File: src/rtl/n2a_pkg.sv
// Shared types, constants and the digit-to-character function for the
// number-to-ASCII formatter. No dependencies.
`timescale 1ns / 1ps

package n2a_pkg;

  localparam int unsigned VALUE_W    = 32;
  localparam int unsigned CHAR_W     = 8;
  localparam int unsigned DIGIT_W    = 4;
  localparam int unsigned MAX_DIGITS = 10;
  localparam int unsigned DIG_IDX_W  = $clog2(MAX_DIGITS);

  localparam logic [CHAR_W-1:0]  DIGIT_BASE = 8'h30;
  localparam logic [CHAR_W-1:0]  ALPHA_BASE = 8'd97;
  localparam logic [CHAR_W-1:0]  CHAR_X     = 8'h78;
  localparam logic [DIGIT_W-1:0] RADIX_DEC  = 4'd10;

  // floor(v / 10) == (v * RECIP_10) >> RECIP_SHIFT for every 32-bit v
  localparam logic [VALUE_W-1:0] RECIP_10    = 32'hCCCC_CCCD;
  localparam int unsigned        RECIP_SHIFT = 35;
  localparam int unsigned        PROD_W      = 2 * VALUE_W;
  localparam int unsigned        QUOT_W      = PROD_W - RECIP_SHIFT;

  // One conversion job as it travels from the front end to the engine
  typedef struct packed {
    logic               hex;
    logic [VALUE_W-1:0] value;
  } job_t;

  // Map one digit (0..15) to its lower-case ASCII character
  function automatic logic [CHAR_W-1:0] digit_to_ascii(input logic [DIGIT_W-1:0] d);
    logic [CHAR_W-1:0] d_ext;
    d_ext = {{(CHAR_W-DIGIT_W){1'b0}}, d};
    if (d < RADIX_DEC) begin
      return DIGIT_BASE + d_ext;
    end
    return ALPHA_BASE + d_ext - {{(CHAR_W-DIGIT_W){1'b0}}, RADIX_DEC};
  endfunction

endpackage

File: src/rtl/n2a_front.sv
// Front end: takes input beats, decodes the radix select and holds the job
// in one stage register for the queue. Depends on n2a_pkg.
`timescale 1ns / 1ps

module n2a_front import n2a_pkg::*; (
  input  logic               clk,
  input  logic               rst_n,
  input  logic               in_tvalid,
  output logic               in_tready,
  input  logic [VALUE_W-1:0] in_tdata,   // [31:0] value
  input  logic               in_tuser,   // [0] action (1 = hex with 0x prefix)
  output logic               push_valid,
  input  logic               push_ready,
  output job_t               push_job
);

  logic st_valid_r, st_valid_nxt;
  job_t st_job_r;
  logic in_take;

  // Accept a beat when the stage is empty or drains this cycle
  assign in_tready = !st_valid_r || push_ready;
  assign in_take   = in_tvalid && in_tready;

  always_comb begin
    st_valid_nxt = st_valid_r;
    if (in_take) begin
      st_valid_nxt = 1'b1;
    end else if (push_ready) begin
      st_valid_nxt = 1'b0;
    end
  end

  always_ff @(posedge clk) begin
    if (!rst_n) begin
      st_valid_r <= 1'b0;
    end else begin
      st_valid_r <= st_valid_nxt;
    end
  end

  // Capture the job: radix from the selector, value as is
  always_ff @(posedge clk) begin
    if (in_take) begin
      st_job_r.hex   <= in_tuser;
      st_job_r.value <= in_tdata;
    end
  end

  assign push_valid = st_valid_r;
  assign push_job   = st_job_r;

endmodule

File: config.mk
export PLATFORM = sky130hd
export DESIGN_NAME = n2a_front
export DESIGN_NICKNAME = d
export VERILOG_FILES = /design/src/rtl/n2a_pkg.sv /design/src/rtl/n2a_front.sv
export SDC_FILE = /design/constraint.sdc
export NUM_CORES = 1
export LEC_CHECK = 0
export CORE_MARGIN = 4
export CORE_UTILIZATION = 60
export CTS_BUF_LIST = sky130_fd_sc_hd__clkbuf_8 sky130_fd_sc_hd__clkbuf_16
export DETAILED_ROUTE_END_ITERATION = 8
export DONT_BUFFER_PORTS = 1
export PLACE_DENSITY = 0.76
export SYNTH_ARGS = -nofsm -noshare
export SYNTH_HDL_FRONTEND = slang
export SYNTH_SLANG_ARGS = --single-unit
File: constraint.sdc
create_clock -name clk -period 3.4 [get_ports clk]
set_input_delay 0.68 -clock clk [delete_from_list [all_inputs] [get_ports clk]]
set_output_delay 0.68 -clock clk [all_outputs]
set_load 0.01 [all_outputs]
Word level (Yosys, flattened, before mapping)
Cells that the tools add are included.

storage, ports and cells
  flip-flop bits (word level) = 34
  bits in latches = 0
  memory bits (writable) = 0
  ROM bits = 0
  input port bits = 37
  output and inout port bits = 35
  word-level logic and storage cells = 9
  memories = 0

cells by class
  add/sub/neg operators = 0
  $mul = 0
  div/mod/pow operators = 0
  $lt $le $gt $ge = 0
  equality and inequality tests = 0
  shifts and indexed selects = 0
  multiplexer cells = 2
  bitwise logic cells = 0
  reductions and logical operators = 4

operators with widths
  operator            number
  1-bit 2-to-1 mux    2
  2-bit nonzero test  1
  1-bit logical AND   1
  1-bit zero test     1
  1-bit logical OR    1

Logic depth before layout (Yosys ltp)
Gate-level depths: netlist (run 1).

  depth in word-level cells = 4
  mapped depth = 2

Worst setup path before layout (run 1)
Ideal clock, no wire load.

  path type = input to register
  start = input port push_ready
  end = register st_job_r, in the netlist push_job[0], enable pin
  arrival = 1.160 ns
  slack = 1.899 ns
  stages = 2
  buffers on the path = 0
  cell sequence = nand2b_4 -> and2_4

on the way
  cells in the longest elaborated chain, start to end = 2

RTL lines
  element            RTL line         source
  from (decl)        n2a_front.sv:13  input logic push_ready,
  1-bit logical OR   n2a_front.sv:22  assign in_tready = !st_valid_r || push_ready;
  1-bit logical AND  n2a_front.sv:23  assign in_take = in_tvalid && in_tready;
  named net in_take  n2a_front.sv:19  logic in_take;
  to (decl)          n2a_front.sv:18  job_t st_job_r;

The timed path passes the listed nets, and every way through them passes these cells.
A chain may end at the register's enable or synchronous reset.

Worst setup path after layout (run 1)
  start = input port push_ready
  end = output port in_tready

on the way
  cells in the longest elaborated chain, start to end = 1

RTL lines
  element           RTL line         source
  1-bit logical OR  n2a_front.sv:22
  to (decl)         n2a_front.sv:9   output logic in_tready,

No other way between the ends.

==> results of run 1 <==
-- path summary, 6_finish.rpt --
kind / endpoint / slack, ns / cells past startpoint
worst min-delay path: push_job[30] / 0.51 / 0
worst max-delay path: in_tready / 1.89 / 1
worst max register to register: push_job[25] / 2.16 / 2
worst min register to register: push_valid / 0.58 / 2
-- metal layers --
layer | global-route usage [%] | part of all wire [%] | up-vias
li1 | - | - | 161
met1 | 15.6 | 32 | 174
met2 | 22.9 | 56 | 40
met3 | 8.13 | 12 | 0
met4 | 4.15 | 0 | 0
met5 | 0 | 0 | -
-- layout make-up --
type / instances / area, um2
Clock buffer: 5 / 68.8
Clock inverter: 3 / 12.5
Fill cell: 90 / 427
Inverter: 1 / 3.75
Multi-Input combinational cell: 3 / 33.8
Sequential cell: 34 / 1010
Tap cell: 16 / 20.0
-- report_power, final --
part           leakage [nW]  internal [mW]  switching [mW]
clock network        0.0468          0.137           0.115
logic                0.0207        0.00277         0.00972
registers             0.328          0.491          0.0219
-- placed cells by master (no fill, tap or decap) --
cell type | Yosys | final
clkinv_1 | 0 | 1
edfxtp_1 | 33 | 33
a21boi_2 | 1 | 1
inv_1 | 1 | 2
nand2b_4 | 1 | 1
clkbuf_8 | 0 | 5
dfxtp_1 | 1 | 1
and2_4 | 1 | 1
clkinv_2 | 0 | 1
-- flip-flops by register name, summed over array words and instances (netlist names) --
name        count
push_valid      1
push_job       33
-- per-stage QoR --
stage	utilization, %	instance area [um2]
after global placement	67.8	1070
final	72.9	1150
after CTS	72.9	1150
after global routing	72.9	1150
after detailed placement	67.8	1070
after floorplan	-	1050
-- logic make-up after synthesis --
kind of cell	count (synthesis)	share of synthesized area [%]
buf+inv	1	0.358
compound gates	1	1.07
simple gates	2	2.15
flops	34	96.4
==> flow_metrics.env, run 1 <==
export IMPL_outcome="completed"
export IMPL_clock_root_buffer="clkbuf_8"
export IMPL_finalPower_uw=777
export IMPL_io_buffers=0
export IMPL_ys_warn_count=0
export IMPL_async_flop_share_pct=0
export IMPL_synth_main_ff_cell="edfxtp_1"
export IMPL_gp_congestion=0.654
export IMPL_max_freq_mhz=664
export IMPL_crit_buf_inv=0
export IMPL_maxCapViolations=0
export IMPL_avgRoutedWirePerCell_um=25.4
export IMPL_setup_viol=0
export IMPL_cts_tree="done"
export IMPL_drive_above_1_share_pct=19.6
export IMPL_via_per_inst=6.05
export IMPL_crit_fanout=3
export IMPL_syn_nets=75
export IMPL_critPathLaunch="push_ready"
export IMPL_clk_path_buf_depth=2
export IMPL_dr_pass1_iters=4
export IMPL_grt_pass1_vias=417
export IMPL_path_cells="nand2b_4"
export IMPL_worstSetupStartpointType="primary input"
export IMPL_seq_area_frac_synth_pct=96.4
export IMPL_drc=0
export IMPL_cp_top_family="simple AND/OR/NAND/NOR gates"
export IMPL_drtIter0Drc=11
export IMPL_worstSetupPathType="primary input to primary output"
export IMPL_synth_top_area_cell="edfxtp_1"
export IMPL_num_rows=14
export IMPL_cts_sinks=34
export IMPL_dp_cells=54
export IMPL_core_area_um2=1580
export IMPL_initial_utilization_pct=66.5
export IMPL_cts_resized=0
export IMPL_grt_usage_pct=14.1
export IMPL_antenna_cells=0
export IMPL_setup_ws_ns=1.89
export IMPL_min_period_over_period_pct=44.3
export IMPL_min_period_ns=1.51
export IMPL_slowest_stage="nand2b_4"
export IMPL_leakage_nw=0.395
export IMPL_synth_distinct_cells=6
export IMPL_gr_total_overflow=0
export IMPL_syn_area_per_cell_um2=27.6
export IMPL_final_max_slew_viol_count=0
export IMPL_antenna_found_initial=0
export IMPL_dieArea_um2=2480
export IMPL_grt_pass1_wl_um=2450
export IMPL_power_density_nw_per_um2=676
export IMPL_rsz0062_at_grt="no"
export IMPL_hp_class="primary input to flip-flop"
export IMPL_worstPathRequired_ns=2.72
export IMPL_die_width_um=49.8
export IMPL_ys_top_cells_by_area="edfxtp_1 (95%), dfxtp_1 (1.9%), nand2b_4 (1.3%)"
export IMPL_grt_max_degree=34
export IMPL_arrival_ns=0.83
export IMPL_r2r_start="push_valid"
export IMPL_boundaryPins=72
export IMPL_clkTransAtPathRegs_ns=0.06
export IMPL_ctsHoldBuffers=0
export IMPL_dieHeight_um=49.8
export IMPL_hold_start="in_tdata[30]"
export IMPL_synth_top_cell_area_share_pct=94.5
export IMPL_end_kind="primary output"
export IMPL_drtAntennaViolNets=0
export IMPL_max_slew_margin_pct=74.2
export IMPL_hold_violations=0
export IMPL_hold_worst_slack_ns=0.510
export IMPL_tns_ns=0
export IMPL_synth_cells=38
export IMPL_tightest_slew_ns=0.387
export IMPL_yosysMostFrequentCell="edfxtp_1"
export IMPL_syn_cell_area_um2=1050
export IMPL_nets=82
export IMPL_ir_drop_mv=0.502
export IMPL_cts_max_level=2
export IMPL_syn_to_final_growth_pct=9.67
export IMPL_clk_insertion_delay_late_ns=0.26
export IMPL_cts_setup_buffers=0
export IMPL_cts_buffers_inserted=5
export IMPL_fin_worst_skew_ns=0.00281
export IMPL_post_place_ws_ns=1.83
export IMPL_critPathMaxStageDelay_ns=0.15
export IMPL_final_cells=62
export IMPL_vias=375
export IMPL_ys_ff_latch=34
export IMPL_wl_um=1570
export IMPL_synth_edf_count=33
(Power assumes the default switching activity.)
==> run 2: changes to the inputs <==
--- a/config.mk
+++ b/config.mk
@@ -6,11 +6,11 @@
 export NUM_CORES = 1
 export LEC_CHECK = 0
 export CORE_MARGIN = 4
-export CORE_UTILIZATION = 60
+export CORE_UTILIZATION = 58
 export CTS_BUF_LIST = sky130_fd_sc_hd__clkbuf_8 sky130_fd_sc_hd__clkbuf_16
 export DETAILED_ROUTE_END_ITERATION = 8
 export DONT_BUFFER_PORTS = 1
-export PLACE_DENSITY = 0.76
+export PLACE_DENSITY = 0.74
 export SYNTH_ARGS = -nofsm -noshare
 export SYNTH_HDL_FRONTEND = slang
 export SYNTH_SLANG_ARGS = --single-unit
==> constraint.sdc (replaced) <==
create_clock -name clk -period 1.55 [get_ports clk]
set_input_delay 0.31 -clock clk [delete_from_list [all_inputs] [get_ports clk]]
set_output_delay 0.31 -clock clk [all_outputs]
set_load 0.01 [all_outputs]
==> run 2 against run 1 <==
- die area increased by 2.9%
- register-to-register slack got worse by 1.8 ns
- utilization decreased by 6.0 points
- non-clock buffer count unchanged
- via count increased by 1.1%
- clock power increased by 110%
- wire length decreased by 2.8%
- combinational power increased by 120%
- clock skew increased by 0.00051 ns
- design area increased by 0.54%
- sequential power increased by 120%
- critical path type is now flip-flop to flip-flop
- largest cell class unchanged
- largest power group unchanged
==> flow_metrics.env, run 2 (synthesis results as in run 1) <==
export IMPL_outcome="completed"
export IMPL_initial_utilization_pct=60.7
export IMPL_drtAntennaViolNets=0
export IMPL_drtIter0Drc=2
export IMPL_ctsHoldBuffers=0
export IMPL_min_period_ns=1.24
export IMPL_multi_input_area_um2=33.8
export IMPL_worstSetupStartpointType="flip-flop"
export IMPL_cp_top_family="simple AND/OR/NAND/NOR gates"
export IMPL_hold_worst_slack_ns=0.145
export IMPL_setup_ws_ns=0.313
export IMPL_cts_setup_buffers=0
export IMPL_cts_resized=0
export IMPL_grt_pass1_vias=414
export IMPL_grt_usage_pct=12.5
export IMPL_nets=82
export IMPL_clk_insertion_delay_late_ns=0.26
export IMPL_tns_ns=0
export IMPL_arrival_ns=1.15
export IMPL_fin_worst_skew_ns=0.00332
export IMPL_drc=0
export IMPL_cts_buffers_inserted=5
export IMPL_critPathMaxStageDelay_ns=0.40
export IMPL_syn_to_final_growth_pct=10.3
export IMPL_setup_viol=0
export IMPL_dr_pass1_iters=2
export IMPL_vias=379
export IMPL_boundaryPins=72
export IMPL_clkTransAtPathRegs_ns=0.06
export IMPL_hold_violations=0
export IMPL_power_density_nw_per_um2=1450
export IMPL_largest_reg_flops=33
export IMPL_cts_tree="done"
export IMPL_leakage_nw=0.395
export IMPL_core_area_um2=1730
export IMPL_ff_latch_area_um2=1010
export IMPL_dieHeight_um=50.5
export IMPL_cts_sinks=34
export IMPL_grt_pass1_wl_um=2230
export IMPL_antenna_found_initial=0
export IMPL_fill_cells=120
export IMPL_post_place_ws_ns=0.314
export IMPL_ir_drop_mv=0.849
export IMPL_grt_max_degree=34
export IMPL_drive_above_1_share_pct=17.8
export IMPL_layout_commonest_cell="edfxtp_1"
export IMPL_worstSetupPathType="flip-flop to flip-flop"
export IMPL_final_max_slew_viol_count=0
export IMPL_max_freq_mhz=808
export IMPL_final_cell_mix="edfxtp_1 (33), clkbuf_8 (5), inv_1 (3)"
export IMPL_gp_congestion=0.654
export IMPL_io_buffers=0
export IMPL_rsz0062_at_grt="no"
export IMPL_worstPathRequired_ns=1.46
export IMPL_dieArea_um2=2550
export IMPL_clock_root_buffer="clkbuf_8"
export IMPL_fin_area_um2=1160
export IMPL_hp_class="primary input to flip-flop"
export IMPL_num_rows=15
export IMPL_via_per_inst=5.41
export IMPL_wl_um=1530
export IMPL_avgRoutedWirePerCell_um=21.8
export IMPL_gr_total_overflow=0
export IMPL_cts_max_level=2
export IMPL_clk_path_buf_depth=2
export IMPL_min_period_over_period_pct=79.8
export IMPL_path_cells="nand2b_4 > and2_4"
export IMPL_max_slew_margin_pct=73.8
export IMPL_tightest_slew_ns=0.392
export IMPL_crit_buf_inv=0
export IMPL_slowest_stage="and2_4"
export IMPL_end_kind="flip-flop"
export IMPL_antenna_cells=0
export IMPL_die_width_um=50.5
export IMPL_crit_fanout=33
export IMPL_maxCapViolations=0
export IMPL_dpl_cell_area_um2=1080
==> run 2: changes by cell type in the layout (fill, tap and decap cells not counted), sizes merged <==
cell    change
clkinv      -2
inv         +1
==> run 2: worst paths after layout <==
check	start	endpoint	cells past startpoint	slack, ns
min reg2reg	push_valid	push_valid	2	0.58
max reg2reg	push_valid	push_job[11]	2	0.31
min	in_tdata[26]	push_job[26]	0	0.14
max	push_valid	push_job[11]	2	0.31
==> run 2: final cells by class <==
class	count	share of cell area, %
multi-input cells	3	2.92
inverters	1	0.325
clock buffers	5	5.95
clock inverters	2	0.649
flip-flops and latches	34	87.4
well taps	25	2.71
==> run 2: report_power, final <==
part | internal (mW) | switching (mW)
combinational | 0.00609 | 0.0217
sequential | 1.08 | 0.0469
clock | 0.294 | 0.230
==> run 2: routing by layer <==
metal	GRT usage (%)	share of wire (%)	up-vias
li1	-	-	160
met1	11.8	31	184
met2	22.8	59	35
met3	7.72	9.3	0
met4	2.69	0	0
met5	0	0	-
==> run 2: per-stage QoR <==
| step | utilization, % | std cells | power, mW |
|---|---|---|---|
| after floorplan | - | 38 | 1.16 |
| after global placement | 62.5 | 63 | 1.17 |
| after detailed placement | 62.5 | 63 | 1.17 |
| after CTS | 67.0 | 70 | 1.70 |
| after global routing | 67.0 | 70 | 1.77 |
| final | 67.0 | 70 | 1.68 |
==> run 2: worst register-to-register path: stages (launching register included) <==
cell	delay [ns]
dfxtp_1	0.36
nand2b_4	0.12
and2_4	0.40
