[src/rtl/n2a_pkg.sv]
// Shared types, constants and the digit-to-character function for the
// number-to-ASCII formatter. No dependencies.
`timescale 1ns / 1ps

package n2a_pkg;

  localparam int unsigned VALUE_W    = 32;
  localparam int unsigned CHAR_W     = 8;
  localparam int unsigned DIGIT_W    = 4;
  localparam int unsigned MAX_DIGITS = 10;
  localparam int unsigned DIG_IDX_W  = $clog2(MAX_DIGITS);

  localparam logic [CHAR_W-1:0]  DIGIT_BASE = 8'h30;
  localparam logic [CHAR_W-1:0]  ALPHA_BASE = 8'd97;
  localparam logic [CHAR_W-1:0]  CHAR_X     = 8'h78;
  localparam logic [DIGIT_W-1:0] RADIX_DEC  = 4'd10;

  // floor(v / 10) == (v * RECIP_10) >> RECIP_SHIFT for every 32-bit v
  localparam logic [VALUE_W-1:0] RECIP_10    = 32'hCCCC_CCCD;
  localparam int unsigned        RECIP_SHIFT = 35;
  localparam int unsigned        PROD_W      = 2 * VALUE_W;
  localparam int unsigned        QUOT_W      = PROD_W - RECIP_SHIFT;

  // One conversion job as it travels from the front end to the engine
  typedef struct packed {
    logic               hex;
    logic [VALUE_W-1:0] value;
  } job_t;

  // Map one digit (0..15) to its lower-case ASCII character
  function automatic logic [CHAR_W-1:0] digit_to_ascii(input logic [DIGIT_W-1:0] d);
    logic [CHAR_W-1:0] d_ext;
    d_ext = {{(CHAR_W-DIGIT_W){1'b0}}, d};
    if (d < RADIX_DEC) begin
      return DIGIT_BASE + d_ext;
    end
    return ALPHA_BASE + d_ext - {{(CHAR_W-DIGIT_W){1'b0}}, RADIX_DEC};
  endfunction

endpackage

[src/rtl/n2a_queue.sv]
// Short job queue between the front end and the conversion engine.
// Depends on n2a_pkg for the job type.
`timescale 1ns / 1ps

module n2a_queue import n2a_pkg::*; #(
  parameter int unsigned DEPTH = 2
) (
  input  logic clk,
  input  logic rst_n,
  input  logic push_valid,
  output logic push_ready,
  input  job_t push_job,
  output logic pop_valid,
  input  logic pop,
  output job_t pop_job
);

  localparam int unsigned AW = (DEPTH > 1) ? $clog2(DEPTH) : 1;
  localparam int unsigned CW = $clog2(DEPTH + 1);
  localparam logic [AW-1:0] LAST_PTR = AW'(DEPTH - 1);
  localparam logic [CW-1:0] FULL_CNT = CW'(DEPTH);

  job_t          mem_r [DEPTH];
  logic [AW-1:0] wr_ptr_r, wr_ptr_nxt;
  logic [AW-1:0] rd_ptr_r, rd_ptr_nxt;
  logic [CW-1:0] cnt_r, cnt_nxt;
  logic          do_push, do_pop;

  assign push_ready = (cnt_r != FULL_CNT);
  assign pop_valid  = (cnt_r != '0);
  assign do_push    = push_valid && push_ready;
  assign do_pop     = pop && pop_valid;
  assign pop_job    = mem_r[rd_ptr_r];

  // Advance pointers with wrap, track fill level
  always_comb begin
    wr_ptr_nxt = wr_ptr_r;
    rd_ptr_nxt = rd_ptr_r;
    cnt_nxt    = cnt_r;
    if (do_push) begin
      wr_ptr_nxt = (wr_ptr_r == LAST_PTR) ? '0 : wr_ptr_r + 1'b1;
    end
    if (do_pop) begin
      rd_ptr_nxt = (rd_ptr_r == LAST_PTR) ? '0 : rd_ptr_r + 1'b1;
    end
    if (do_push && !do_pop) begin
      cnt_nxt = cnt_r + 1'b1;
    end else if (do_pop && !do_push) begin
      cnt_nxt = cnt_r - 1'b1;
    end
  end

  always_ff @(posedge clk) begin
    if (!rst_n) begin
      wr_ptr_r <= '0;
      rd_ptr_r <= '0;
      cnt_r    <= '0;
    end else begin
      wr_ptr_r <= wr_ptr_nxt;
      rd_ptr_r <= rd_ptr_nxt;
      cnt_r    <= cnt_nxt;
    end
  end

  // Store the incoming job
  always_ff @(posedge clk) begin
    if (do_push) begin
      mem_r[wr_ptr_r] <= push_job;
    end
  end

endmodule

[config.mk]
export PLATFORM = sky130hd
export DESIGN_NAME = n2a_queue
export DESIGN_NICKNAME = d
export VERILOG_FILES = /design/src/rtl/n2a_pkg.sv /design/src/rtl/n2a_queue.sv
export SDC_FILE = /design/constraint.sdc
export NUM_CORES = 1
export LEC_CHECK = 0
export ABC_CLOCK_PERIOD_IN_PS = 2700
export BUFFER_PORTS_ARGS = -buffer_cell sky130_fd_sc_hd__buf_2
export CAP_MARGIN = 10
export CORE_UTILIZATION = 51
export DETAILED_ROUTE_END_ITERATION = 16
export GPL_TIMING_DRIVEN = 0
export PLACE_DENSITY_LB_ADDON = 0.05
export SLEW_MARGIN = 20
export SYNTH_ARGS = -nofsm -noshare
export SYNTH_HDL_FRONTEND = slang
export SYNTH_SLANG_ARGS = --single-unit
[constraint.sdc]
create_clock -name clk -period 2.7 [get_ports clk]
set_clock_uncertainty 0.05 [all_clocks]
set_input_delay 0.135 -clock clk [delete_from_list [all_inputs] [get_ports clk]]
set_output_delay 0.135 -clock clk [all_outputs]
set_load 0.1 [all_outputs]
# Word-level counts from Yosys, hierarchy flattened
# Memory sizes are Yosys's and may differ from the RTL's. A register that Yosys moved wholly into a read port is not among the register bits.
# Cells that the tools add are included.
[totals]
n_memories = 1
in_bits = 37
output_inout_bits = 35
ramBits = 66
ff_bits = 4
[classes]
n_mux = 8
n_reduce_logical = 8
eq_ne = 1
addsub = 4
[memory_table]
columns = ["name", "depth", "width", "rd", "rd_ports_with_merged_regs", "wr", "line", "text"]
rows = [
  ["mem_r", 2, 33, 1, 1, 1, "n2a_queue.sv:23", "job_t mem_r [DEPTH];"],
]
[ops]
columns = ["op", "count"]
rows = [
  ["$mux 1", 6],
  ["$logic_and 1x1->1", 4],
  ["$mux 2", 2],
  ["$reduce_bool 2->1", 2],
  ["$add 1x1->1 const B", 2],
  ["$add 2x1->2 const B", 1],
  ["$logic_not 1->1", 2],
  ["$ne 2x2->1 const B", 1],
  ["$sub 2x1->2 const B", 1],
]

# Logic depth before layout (Yosys ltp)
# Gate-level depths: netlist (run 1).
[depth]
depth_word = 6
depth_mapped = 6
ltp_nobuf = 6

# Worst setup path after synthesis (run 1)
# Ideal clock, no wire load.
[synth_timing]
kind = "flip-flop to flip-flop"
start = "reg cnt_r[0]"
end = "mem mem_r[1][0] (netlist bit), enable pin"
setup_slack_ns = 0.597
arrival_time_ns = 1.660
required_ns = 2.257
stages_incl_launch_ff = 3
path_cell_list = "dfxtp_1 nand2b_4 and3_1"
[synth_between]
elab_chain_cells = 4
[synth_rtl]
columns = ["item", "line", "text"]
rows = [
  ["start: declaration", "n2a_queue.sv:26", "logic [CW-1:0] cnt_r, cnt_nxt;"],
  ["start signal: assignment", "n2a_queue.sv:61", "cnt_r <= cnt_nxt;"],
  ["$ne 2x2->1", "n2a_queue.sv:29", "assign push_ready = (cnt_r != FULL_CNT);"],
  ["net push_ready", "n2a_queue.sv:11", "output logic push_ready,"],
  ["$logic_and 1x1->1", "n2a_queue.sv:31", "assign do_push = push_valid && push_ready;"],
  ["$mux 1", "n2a_queue.sv:67", "if (do_push) begin"],
  ["$mux 1 (not written as such)", "n2a_queue.sv:68", "mem_r[wr_ptr_r] <= push_job;"],
  ["end: declaration", "n2a_queue.sv:23", ""],
]
# The timed path passes the listed nets, and every way through them passes these cells.

==> results of run 1 <==
==> synth_stat cells <==
| cell | instances |
|---|---|
| or3_1 | 1 |
| o21ai_0 | 1 |
| dfxtp_1 | 5 |
| xor2_1 | 1 |
| a21bo_2 | 1 |
| xnor2_1 | 2 |
| and3_1 | 1 |
| mux2_2 | 33 |
| or2_2 | 1 |
| a21boi_1 | 1 |
| and2_1 | 4 |
| o21ai_1 | 1 |
| nand2b_4 | 1 |
| inv_1 | 1 |
| buf_2 | 4 |
| a21boi_0 | 1 |
| nand3b_1 | 1 |
| ha_1 | 1 |
| edfxtp_1 | 66 |
==> through the flow <==
stage               utilization [%]  hold WS (ns)  worst slack (ns)  power, uW  cells
floorplan                         -         0.184             0.597       3110    127
global placement               63.4         0.272             0.510       3340    265
detailed placement             63.5         0.276             0.919       3380    265
CTS                            75.4        0.0736             0.745       4390    315
global route                   75.4         0.100             0.686       4510    315
finish                         75.4        0.0844             0.778       4370    315
==> per-layer routing <==
metal | vias to the layer above | track usage [%]
li1 | 720 | -
met1 | 717 | 16.5
met2 | 50 | 33.8
met3 | 13 | 4.53
met4 | 0 | 11.5
met5 | - | 0
==> placed cells by master (no fill, tap or decap), types with 2 or more instances in the layout <==
cell type	n
and2_1	4
buf_2	75
bufinv_16	3
clkbuf_8	9
clkinv_2	2
dfxtp_1	5
dlygate4sd3_1	34
edfxtp_1	66
mux2_2	33
xnor2_1	2
==> worst register-to-register path: cells and delay by family, from the launching register on <==
kind             cells  cell delay, ns
flip-flops           1            0.43
AND/OR/NAND/NOR      2            0.89
==> worst max path at each step <==
stage,end,cells after the start
after floorplan,mem_r[1][0],2
after global placement,mem_r[1][7],2
after detailed placement,mem_r[1][7],2
after CTS,pop_job[6],4
after global routing,pop_job[6],4
final,pop_job[29],4
==> flip-flops by register name, summed over array words and instances, names as in the netlist, named ones only <==
| register | count |
|---|---|
| wr_ptr_r | 1 |
| cnt_r | 2 |
| mem_r | 66 |
| rd_ptr_r | 1 |
==> layout make-up <==
class	instances	area share [%]
sequential	71	57.3
timing repair buffer	105	19.2
multi-input combinational	51	14.1
clock buffer	9	3.41
clock inverter	7	3.07
tap	67	2.31
buffer	4	0.551
inverter	1	0.103
==> power by group through the flow <==
stage          clock, uW  combinational (uW)  sequential [uW]
2_1_floorplan          0                1670             1440
3_3_place_gp           0                1900             1440
3_5_place_dp           0                1920             1450
4_1_cts              995                1970             1430
5_1_grt             1040                2020             1440
6_report             983                1960             1430
==> logic make-up after synthesis <==
group                      count (synthesis)  synth area share [%]
AOI/OAI and AO/OA                          5                  1.34
xor gates and xnor gates                   3                  1.00
adders and majority gates                  1                 0.478
buffers and inverters                      5                 0.909
DFF                                       71                  79.6
muxes                                     33                  14.2
and+or+nand+nor                            9                  2.49
==> metrics.md, run 1 <==
| Metric | Value |
|---|---|
| Crit. End Element | `primary output` |
| Vias after detailed routing | `1500` |
| Cell type with the largest total area after synthesis | `edfxtp_1` |
| Reg area | `0.00208 mm^2` |
| Final weighted congestion in routability-driven placement | `0.643` |
| Most common cell type on the critical path | `buf_2` |
| Gates resized, CTS repair | `0` |
| Final antenna diode count | `0` |
| Clock buffer count from CTS | `9` |
| Slowest-stage cell, CP | `mux2_2` |
| Wire length per cell | `14.3 um` |
| Biggest fanout along the worst timing path | `10` |
| Type of element launching the critical path | `register` |
| Worst reg2reg startpoint | `cnt_r[0]` |
| Global-route wire length before repair | `6.72 mm` |
| Remaining global-route overflow | `0` |
| Setup TNS | `0 ns` |
| Area after DPL | `0.00306 mm^2` |
| Largest incremental delay on the critical path | `0.37 ns` |
| Ratio of routed vias to standard cells | `4.76` |
| Root Driver | `clkbuf_8` |
| Setup repair after global routing missed its margin | `false` |
| Post-Route M1 WL | `1.76 mm` |
| I/O pin count | `72` |
| Maximum vdd drop | `0.989 mV` |
| Clock share of power | `22.5%` |
| Number of iterations in the first detailed-routing pass | `6` |
| Fin. Hold Viols | `0` |
| Leakage power | `0.00140 uW` |
| Number of library cell types mapped by synthesis | `19` |
| Data arrival at the endpoint of the critical path | `1.74 ns` |
| Buffers on Ports | `71` |
| Met3 Wirelength | `199 um` |
| Placeable Area | `0.00482 mm^2` |
| Cell area after technology mapping | `0.00262 mm^2` |
| Number of warnings printed during yosys synthesis | `0` |
| Number of setup buffers added after CTS | `0` |
| Combinational fraction of design power | `44.8%` |
| Highest attainable clock frequency | `520 MHz` |
| Sequential share of the synthesized area | `79.6%` |
| Clk sink count | `71` |
| Syn Inst Count | `127` |
| Vias in the first global route | `1594` |
| Max Used Layer | `met4` |
| Post-synthesis net count | `165` |
| Effective utilization at floorplan | `54.3%` |
| Die Wd | `73.6 um` |
| Filler cells | `328` |
| Die outline height | `73.6 um` |
| Seq pwr share | `32.7%` |
| Site Rows | `25` |
| Initial antenna violation count | `0` |
| Number of buffers inserted for hold repair after clock tree synthesis | `34` |
| Final worst path period need | `1.92 ns` |
| Most area-consuming cells after synthesis | `edfxtp_1 (76%), mux2_2 (14%), dfxtp_1 (3.8%)` |
| Met2 wire length | `2.41 mm` |
| Pwr/cell area | `1200 mW/mm^2` |
| Layout cell share with drive strength beyond 1 | `51.6%` |
| Layout Area Growth over Synthesis | `38.8%` |
| Class of the worst hold path | `in2reg` |
| Synth top area share | `75.8%` |
| Clock latency reported for the late side of the worst-skew pair | `0.33 ns` |
| Cell family with most CP delay | `buffers and inverters` |
| Internal power summed over all cells | `2390 uW` |
| H-Tree Level Count | `3` |
| Area taken by multi-input logic gates | `512 um^2` |
| Run status | `finished clean` |
| Worst-margin pin slew | `0.773 ns` |
| Wirelength, routed | `4.50 mm` |
| DP HPWL | `2.64 mm` |
| Cells along the critical path | `buf_2 > buf_2 > mux2_2 > buf_2` |
| Final instance area | `0.00363 mm^2` |
| DRC violation count after routing | `0` |
| Endpoint of the worst register-to-register path | `mem_r[1][26]` |
| Pin count of the biggest net entering global routing | `34` |
| Max-cap viol count | `0` |
| Hold Startpoint | `push_valid` |
| TritonCTS clock tree | `done` |
| Fin crit share | `71.2%` |
| Cell count of the worst reg-to-reg path | `2` |
| Number of synthesized register bits | `71` |
| Largest buffer count on any clock path | `2` |
| Worst slew margin | `48.5%` |
| Residual antenna-violating net count after detailed routing | `0` |
| Overall fraction of global-route tracks in use | `17.8%` |
| Clk pin slew, worst setup/hold paths | `0.07 ns` |
| Hold path depth | `3` |
| Kind of critical path | `reg2out` |
| Switching portion of total power | `45.3%` |
| Nets | `281` |
| 1st-iter DRT viols | `36` |
| Final slew viol count | `0` |
| Setup violation total in the final timing report | `0` |
| Data required time at the worst endpoint | `2.52 ns` |
| Worst path bufs/invs | `3` |
| Overall die area | `0.00542 mm^2` |
| Synthesized area per cell | `20.6 um^2` |
| R2R Setup Slk | `0.94 ns` |
| Reported net switching power | `1980 uW` |
| Endpoint with the worst hold slack | `wr_ptr_r` |
(Power assumes the default switching activity.)
==> run 2: changes to the inputs <==
--- a/config.mk
+++ b/config.mk
@@ -5,10 +5,10 @@
 export SDC_FILE = /design/constraint.sdc
 export NUM_CORES = 1
 export LEC_CHECK = 0
-export ABC_CLOCK_PERIOD_IN_PS = 2700
+export ABC_CLOCK_PERIOD_IN_PS = 1720
 export BUFFER_PORTS_ARGS = -buffer_cell sky130_fd_sc_hd__buf_2
 export CAP_MARGIN = 10
-export CORE_UTILIZATION = 51
+export CORE_UTILIZATION = 46
 export DETAILED_ROUTE_END_ITERATION = 16
 export GPL_TIMING_DRIVEN = 0
 export PLACE_DENSITY_LB_ADDON = 0.05
==> constraint.sdc (replaced) <==
create_clock -name clk -period 1.72 [get_ports clk]
set_clock_uncertainty 0.05 [all_clocks]
set_input_delay 0.086 -clock clk [delete_from_list [all_inputs] [get_ports clk]]
set_output_delay 0.086 -clock clk [all_outputs]
set_load 0.1 [all_outputs]
==> run 2 against run 1 <==
Power grew 70%. Combinational power grew 79%. Sequential power grew 57%. Cell area grew 7.7%. Register-to-register slack lost 0.90 ns. Non-clock buffer count grew 1. Via count grew 2.0%. Worst setup slack lost 0.74 ns. Sequential cell count is the same. Worst hold slack lost 0.042 ns. Routed wire length grew 6.9%. Critical path depth grew 1.
==> metrics.md, run 2 (synthesis gave the netlist of run 1 again) <==
| Metric | Value |
|---|---|
| Run status | `finished clean` |
| Worst-margin pin slew | `0.504 ns (-0.269 ns)` |
| Number of iterations in the first detailed-routing pass | `4 (-2)` |
| Max-cap viol count | `0 (unchanged)` |
| Clock buffer count from CTS | `9 (unchanged)` |
| Ratio of routed vias to standard cells | `4.75 (-0.22%)` |
| Root Driver | `clkbuf_8` |
| Vias after detailed routing | `1530 (+2.0%)` |
| Type of element launching the critical path | `register` |
| Setup violation total in the final timing report | `0 (unchanged)` |
| End-of-flow core utilization | `71.1% (-4.4 points)` |
| Number of flip-flops in the largest register | `66 (unchanged)` |
| Final-layout worst hold slack | `0.0420 ns (-0.0424 ns)` |
| Reg with most FFs | `mem_r` |
| Nets | `283 (+0.71%)` |
| Remaining global-route overflow | `0 (unchanged)` |
| Biggest fanout along the worst timing path | `5 (-5)` |
| Setup TNS | `0 ns (unchanged)` |
| Pin count of the biggest net entering global routing | `34 (unchanged)` |
| Endpoint with the worst hold slack | `wr_ptr_r` |
| Initial antenna violation count | `0 (unchanged)` |
| Clk pin slew, worst setup/hold paths | `0.07 ns (about the same)` |
| Clk sink count | `71 (unchanged)` |
| Effective utilization at floorplan | `47.5% (-6.8 points)` |
| DRC violation count after routing | `0 (unchanged)` |
| Wire length per cell | `14.9 um (+4.5%)` |
| Fin crit share | `97.6%` |
| Commonest cells after routing, fill and taps aside | `edfxtp_1 (66), buf_2 (41), dlygate4sd3_1 (34), mux2_2 (33), buf_6 (32)` |
| Residual antenna-violating net count after detailed routing | `0 (unchanged)` |
| TritonCTS clock tree | `done` |
| Cells along the critical path | `nand2b_4 > and2_1 > ha_1 > or3_1 > a21boi_1` |
| Leakage power | `0.00148 uW (+5.7%)` |
| Cell count of the worst reg-to-reg path | `5 (+3)` |
| Global-route wire length before repair | `7.73 mm (+15%)` |
| Buffers on Ports | `71 (unchanged)` |
| Class of the worst hold path | `in2reg` |
| Hold path depth | `3 (unchanged)` |
| I/O pin count | `72 (unchanged)` |
| Data required time at the worst endpoint | `1.93 ns (-0.59 ns)` |
| Worst slew margin | `66.6% (+18 points)` |
| Hold Startpoint | `push_valid` |
| Layout Area Growth over Synthesis | `49.5%` |
| Data arrival at the endpoint of the critical path | `1.88 ns (+0.14 ns)` |
| Largest incremental delay on the critical path | `0.36 ns (about the same)` |
| H-Tree Level Count | `3 (unchanged)` |
| Wirelength, routed | `4.80 mm (+6.9%)` |
| Crit. End Element | `register` |
| Slowest-stage cell, CP | `or3_1` |
| Final antenna diode count | `0 (unchanged)` |
| Placeable Area | `0.00551 mm^2 (+14%)` |
| 1st-iter DRT viols | `66 (+83%)` |
| Pwr/cell area | `1900 mW/mm^2 (+58%)` |
| Worst reg2reg startpoint | `cnt_r[0]` |
| Total design power | `7420 uW (+70%)` |
| Post-place setup slack | `-0.104 ns (-1.02 ns)` |
| Largest buffer count on any clock path | `2 (unchanged)` |
| Kind of critical path | `reg2reg` |
| Die outline height | `77.4 um (+5.1%)` |
| Site Rows | `27 (+8.0%)` |
| R2R Setup Slk | `0.04 ns (-0.90 ns)` |
| Maximum vdd drop | `1.27 mV (+29%)` |
| Vias in the first global route | `1720 (+7.9%)` |
| Most common cell after layout, fill and taps aside | `edfxtp_1` |
| Final worst path period need | `1.68 ns` |
| Final slew viol count | `0 (unchanged)` |
| Clock latency reported for the late side of the worst-skew pair | `0.33 ns (about the same)` |
| Layout cell share with drive strength beyond 1 | `52.4% (+0.79 points)` |
| Fin. Hold Viols | `0 (unchanged)` |
| Biggest regs | `mem_r (66), cnt_r (2)` |
| Die Wd | `77.4 um (+5.1%)` |
| Final weighted congestion in routability-driven placement | `0.637 (-0.95%)` |
| Endpoint of the worst register-to-register path | `cnt_r[1]` |
| Overall die area | `0.00599 mm^2 (+11%)` |
| Worst path setup slack after routing | `0.0414 ns (-0.736 ns)` |
| Highest attainable clock frequency | `596 MHz` |
| DP HPWL | `2.72 mm (+3.1%)` |
| Overall fraction of global-route tracks in use | `17.9% (+0.096 points)` |
==> run 2: changes by cell type in the layout (fill, tap and decap cells not counted), moves of 2 or more <==
cell	change
dfxtp_2	+2
buf_6	+32
buf_2	-34
clkinv_2	-2
clkinvlp_4	+2
dfxtp_1	-2
==> run 2: worst max-delay path by stage <==
stage                               to     start  cells after the start
final                         cnt_r[1]  cnt_r[0]                      5
after global routing          cnt_r[1]  cnt_r[0]                      5
after CTS                  pop_job[14]  register                      4
after detailed placement  mem_r[0][21]  cnt_r[1]                      3
after global placement    mem_r[0][21]  cnt_r[0]                      3
after floorplan            mem_r[0][0]  cnt_r[0]                      3
==> run 2: layout make-up <==
cell class,instances,area (um^2)
sequential,71,2080
tap,72,90.1
fill,361,1590
buffer,4,45.0
clock buffer,9,124
inverter,1,7.51
clock inverter,7,135
timing repair inverter,1,7.51
multi-input combinational,51,515
timing repair buffer,106,903
==> run 2: layer usage <==
layer / vias to the layer above / global-route usage (%) / wire (um)
met1: 754 / 17.8 / 1760
met5: - / 0 / 0
met2: 42 / 33.4 / 2760
met3: 7 / 4.59 / 198
li1: 727 / - / -
met4: 0 / 10.2 / 76
==> run 2: worst max-delay path, delay by kind of cell, from the launching register on <==
family | cells | cell delay, ns
AND/OR/NAND/NOR | 3 | 0.70
AO/OA/AOI/OAI | 1 | 0.16
adder cells (fa/ha/maj) | 1 | 0.34
flip-flops | 1 | 0.35
==> run 2: per-stage QoR <==
stage               std cells  cell area (um^2)
global placement          270              3070
floorplan                 127              2620
global route              322              3910
finish                    322              3910
detailed placement        270              3070
CTS                       321              3880
==> run 2: timing repair <==
action | in CTS | in global routing
gates resized for setup | 68 | 4
hold buffers | 34 | 0
pin swaps | 0 | 0
setup endpoints to repair | 66 | 64
buffers inserted | 0 | 1
endpoints found under the hold margin | 71 | 0
gates cloned | 1 | 0
==> run 2: power breakdown <==
group | total, uW | internal [uW] | switching [uW]
clock network | 1670 | 1100 | 575
logic | 3500 | 979 | 2520
registers | 2240 | 2170 | 78.0
total | 7420 | 4250 | 3170
==> run 3: changes to the inputs <==
--- a/config.mk
+++ b/config.mk
@@ -6,7 +6,7 @@
 export NUM_CORES = 1
 export LEC_CHECK = 0
 export ABC_CLOCK_PERIOD_IN_PS = 1720
-export BUFFER_PORTS_ARGS = -buffer_cell sky130_fd_sc_hd__buf_2
+export BUFFER_PORTS_ARGS = -buffer_cell sky130_fd_sc_hd__buf_4
 export CAP_MARGIN = 10
 export CORE_UTILIZATION = 46
 export DETAILED_ROUTE_END_ITERATION = 16
==> run 3 against run 2 <==
Largest power group unchanged. First-iteration DRC count increased by 7.6%. Clock power down 8%. Maximum frequency rose by 1.5%. Worst hold slack worse by 0.0096 ns. Sequential share of layout area decreased by 1.0 points. Sequential power hardly changed. Combinational power up 1%. Via count up 0.65%.
==> metrics.md, run 3 (synthesis gave the netlist of run 1 again) <==
| Metric | Value |
|---|---|
| Max-cap viol count | `0 (unchanged)` |
| Highest attainable clock frequency | `605 MHz (+1.5%)` |
| Most common cell after layout, fill and taps aside | `edfxtp_1` |
| Layout cell share with drive strength beyond 1 | `53.0% (+0.59 points)` |
| H-Tree Level Count | `3 (unchanged)` |
| Placeable Area | `0.00551 mm^2 (unchanged)` |
| Leakage power | `0.00151 uW (+2.0%)` |
| 1st-iter DRT viols | `71 (+7.6%)` |
| Nets | `284 (+0.35%)` |
| Data arrival at the endpoint of the critical path | `1.52 ns (-0.36 ns)` |
| Overall die area | `0.00599 mm^2 (unchanged)` |
| Final antenna diode count | `0 (unchanged)` |
| Setup violation total in the final timing report | `0 (unchanged)` |
| Ratio of routed vias to standard cells | `4.77 (+0.34%)` |
| DP HPWL | `2.75 mm (+0.98%)` |
| Placed Cells incl. Taps | `270 (unchanged)` |
| Setup TNS | `0 ns (unchanged)` |
| Type of element launching the critical path | `register` |
| Vias in the first global route | `1690 (-1.7%)` |
| DRC violation count after routing | `0 (unchanged)` |
| Fin crit share | `96.1% (-1.5 points)` |
| Vias after detailed routing | `1540 (+0.65%)` |
| Pin count of the biggest net entering global routing | `34 (unchanged)` |
| Remaining global-route overflow | `0 (unchanged)` |
| Wirelength, routed | `4.75 mm (-1.2%)` |
| Filler cells | `371 (+2.8%)` |
| Clk sink count | `71 (unchanged)` |
| Crit. End Element | `primary output` |
| Number of iterations in the first detailed-routing pass | `4 (unchanged)` |
| Final non-filler cell total | `323 (+0.31%)` |
| Final slew viol count | `0 (unchanged)` |
| Kind of critical path | `reg2out` |
| Final weighted congestion in routability-driven placement | `0.643 (+0.88%)` |
| Maximum vdd drop | `1.24 mV (-2.3%)` |
| Fin. Hold Viols | `0 (unchanged)` |
| Wire length per cell | `14.7 um (-1.5%)` |
| Die outline height | `77.4 um (unchanged)` |
| Root Driver | `clkbuf_8` |
| Worst slew margin | `68.6% (+1.9 points)` |
| Die Wd | `77.4 um (unchanged)` |
| Biggest fanout along the worst timing path | `10 (+5)` |
| Effective utilization at floorplan | `47.5% (unchanged)` |
| Run status | `finished clean` |
| Clock buffer count from CTS | `9 (unchanged)` |
| Layout Area Growth over Synthesis | `52.5%` |
| Data required time at the worst endpoint | `1.58 ns (-0.35 ns)` |
| Pwr/cell area | `1840 mW/mm^2 (-3.2%)` |
| Commonest cells after routing, fill and taps aside | `edfxtp_1 (66), buf_4 (49), dlygate4sd3_1 (34), mux2_2 (33), buf_6 (24)` |
| Biggest regs | `mem_r (66), cnt_r (2)` |
| TritonCTS clock tree | `done` |
| Largest buffer count on any clock path | `2 (unchanged)` |
| Area taken by multi-input logic gates | `515 um^2 (unchanged)` |
| Reg with most FFs | `mem_r` |
| Site Rows | `27 (unchanged)` |
| Overall fraction of global-route tracks in use | `16.9% (-0.99 points)` |
| I/O pin count | `72 (unchanged)` |
| Initial antenna violation count | `0 (unchanged)` |
| Clk pin slew, worst setup/hold paths | `0.07 ns (about the same)` |
| Worst-margin pin slew | `0.471 ns (-0.0327 ns)` |
| Buffers on Ports | `71 (unchanged)` |
| Clock latency reported for the late side of the worst-skew pair | `0.33 ns (about the same)` |
| Reg area | `0.00208 mm^2 (unchanged)` |
| Global-route wire length before repair | `7.36 mm (-4.9%)` |
| Residual antenna-violating net count after detailed routing | `0 (unchanged)` |
| Class of the worst hold path | `in2reg` |
| Final worst path period need | `1.65 ns (-0.0250 ns)` |
| Number of flip-flops in the largest register | `66 (unchanged)` |
==> run 3: path summary, 6_finish.rpt <==
| kind | start | to | slack [ns] | depth (start not counted) |
|---|---|---|---|---|
| max | register | pop_job[14] | 0.07 | 4 |
| min | push_valid | wr_ptr_r | 0.03 | 3 |
| max reg2reg | cnt_r[0] | cnt_r[1] | 0.11 | 5 |
| min reg2reg | cnt_r[1] | cnt_r[1] | 0.50 | 2 |
==> run 3: area by class of cell <==
cell class / count / area share [%]
clock buffer: 9 / 3.11
multi-input combinational: 51 / 12.9
timing repair buffer: 107 / 25.1
buffer: 4 / 1.22
inverter: 1 / 0.188
sequential: 71 / 52.3
clock inverter: 7 / 2.79
tap: 72 / 2.26
timing repair inverter: 1 / 0.188
==> run 3: through the flow <==
| step | area (um^2) | power, uW | utilization (%) | setup WS, ns | hold slack (ns) |
|---|---|---|---|---|---|
| 2_1_floorplan | 2620 | 4890 | - | -0.0413 | 0.135 |
| 3_3_place_gp | 3250 | 5450 | 58.9 | -0.0532 | 0.220 |
| 3_5_place_dp | 3250 | 5510 | 58.9 | -0.137 | 0.223 |
| 4_1_cts | 3840 | 7130 | 69.7 | -0.0464 | 0.0184 |
| 5_1_grt | 3990 | 7550 | 72.4 | -0.000150 | 0.0542 |
| 6_report | 3990 | 7320 | 72.4 | 0.0664 | 0.0325 |
==> run 3: where the power goes <==
part,total (uW),switching (uW),internal [uW]
Clock,1530,578,953
Combinational,3550,2520,1020
Sequential,2250,79.2,2170
Total,7320,3180,4140
==> run 3: per-layer routing <==
layer	global-route usage, %	share of wire [%]
met1	16.2	38
met2	31.2	55
met3	4.94	4.5
met4	10.6	2.6
met5	0	0
==> run 3: what timing repair did <==
item                                   4_1_cts  5_1_grt
hold buffers                                34        0
buffers inserted                             0        2
setup endpoints to repair                   96       64
gates cloned                                 1        0
gates resized for setup                      5       31
endpoints found under the hold margin       71        0
==> run 3: critical path, cell delays in order, from the launching register on <==
cell and delay, ns:
dfxtp_1 0.31, buf_4 0.16, buf_8 0.15, mux2_2 0.34, buf_4 0.23
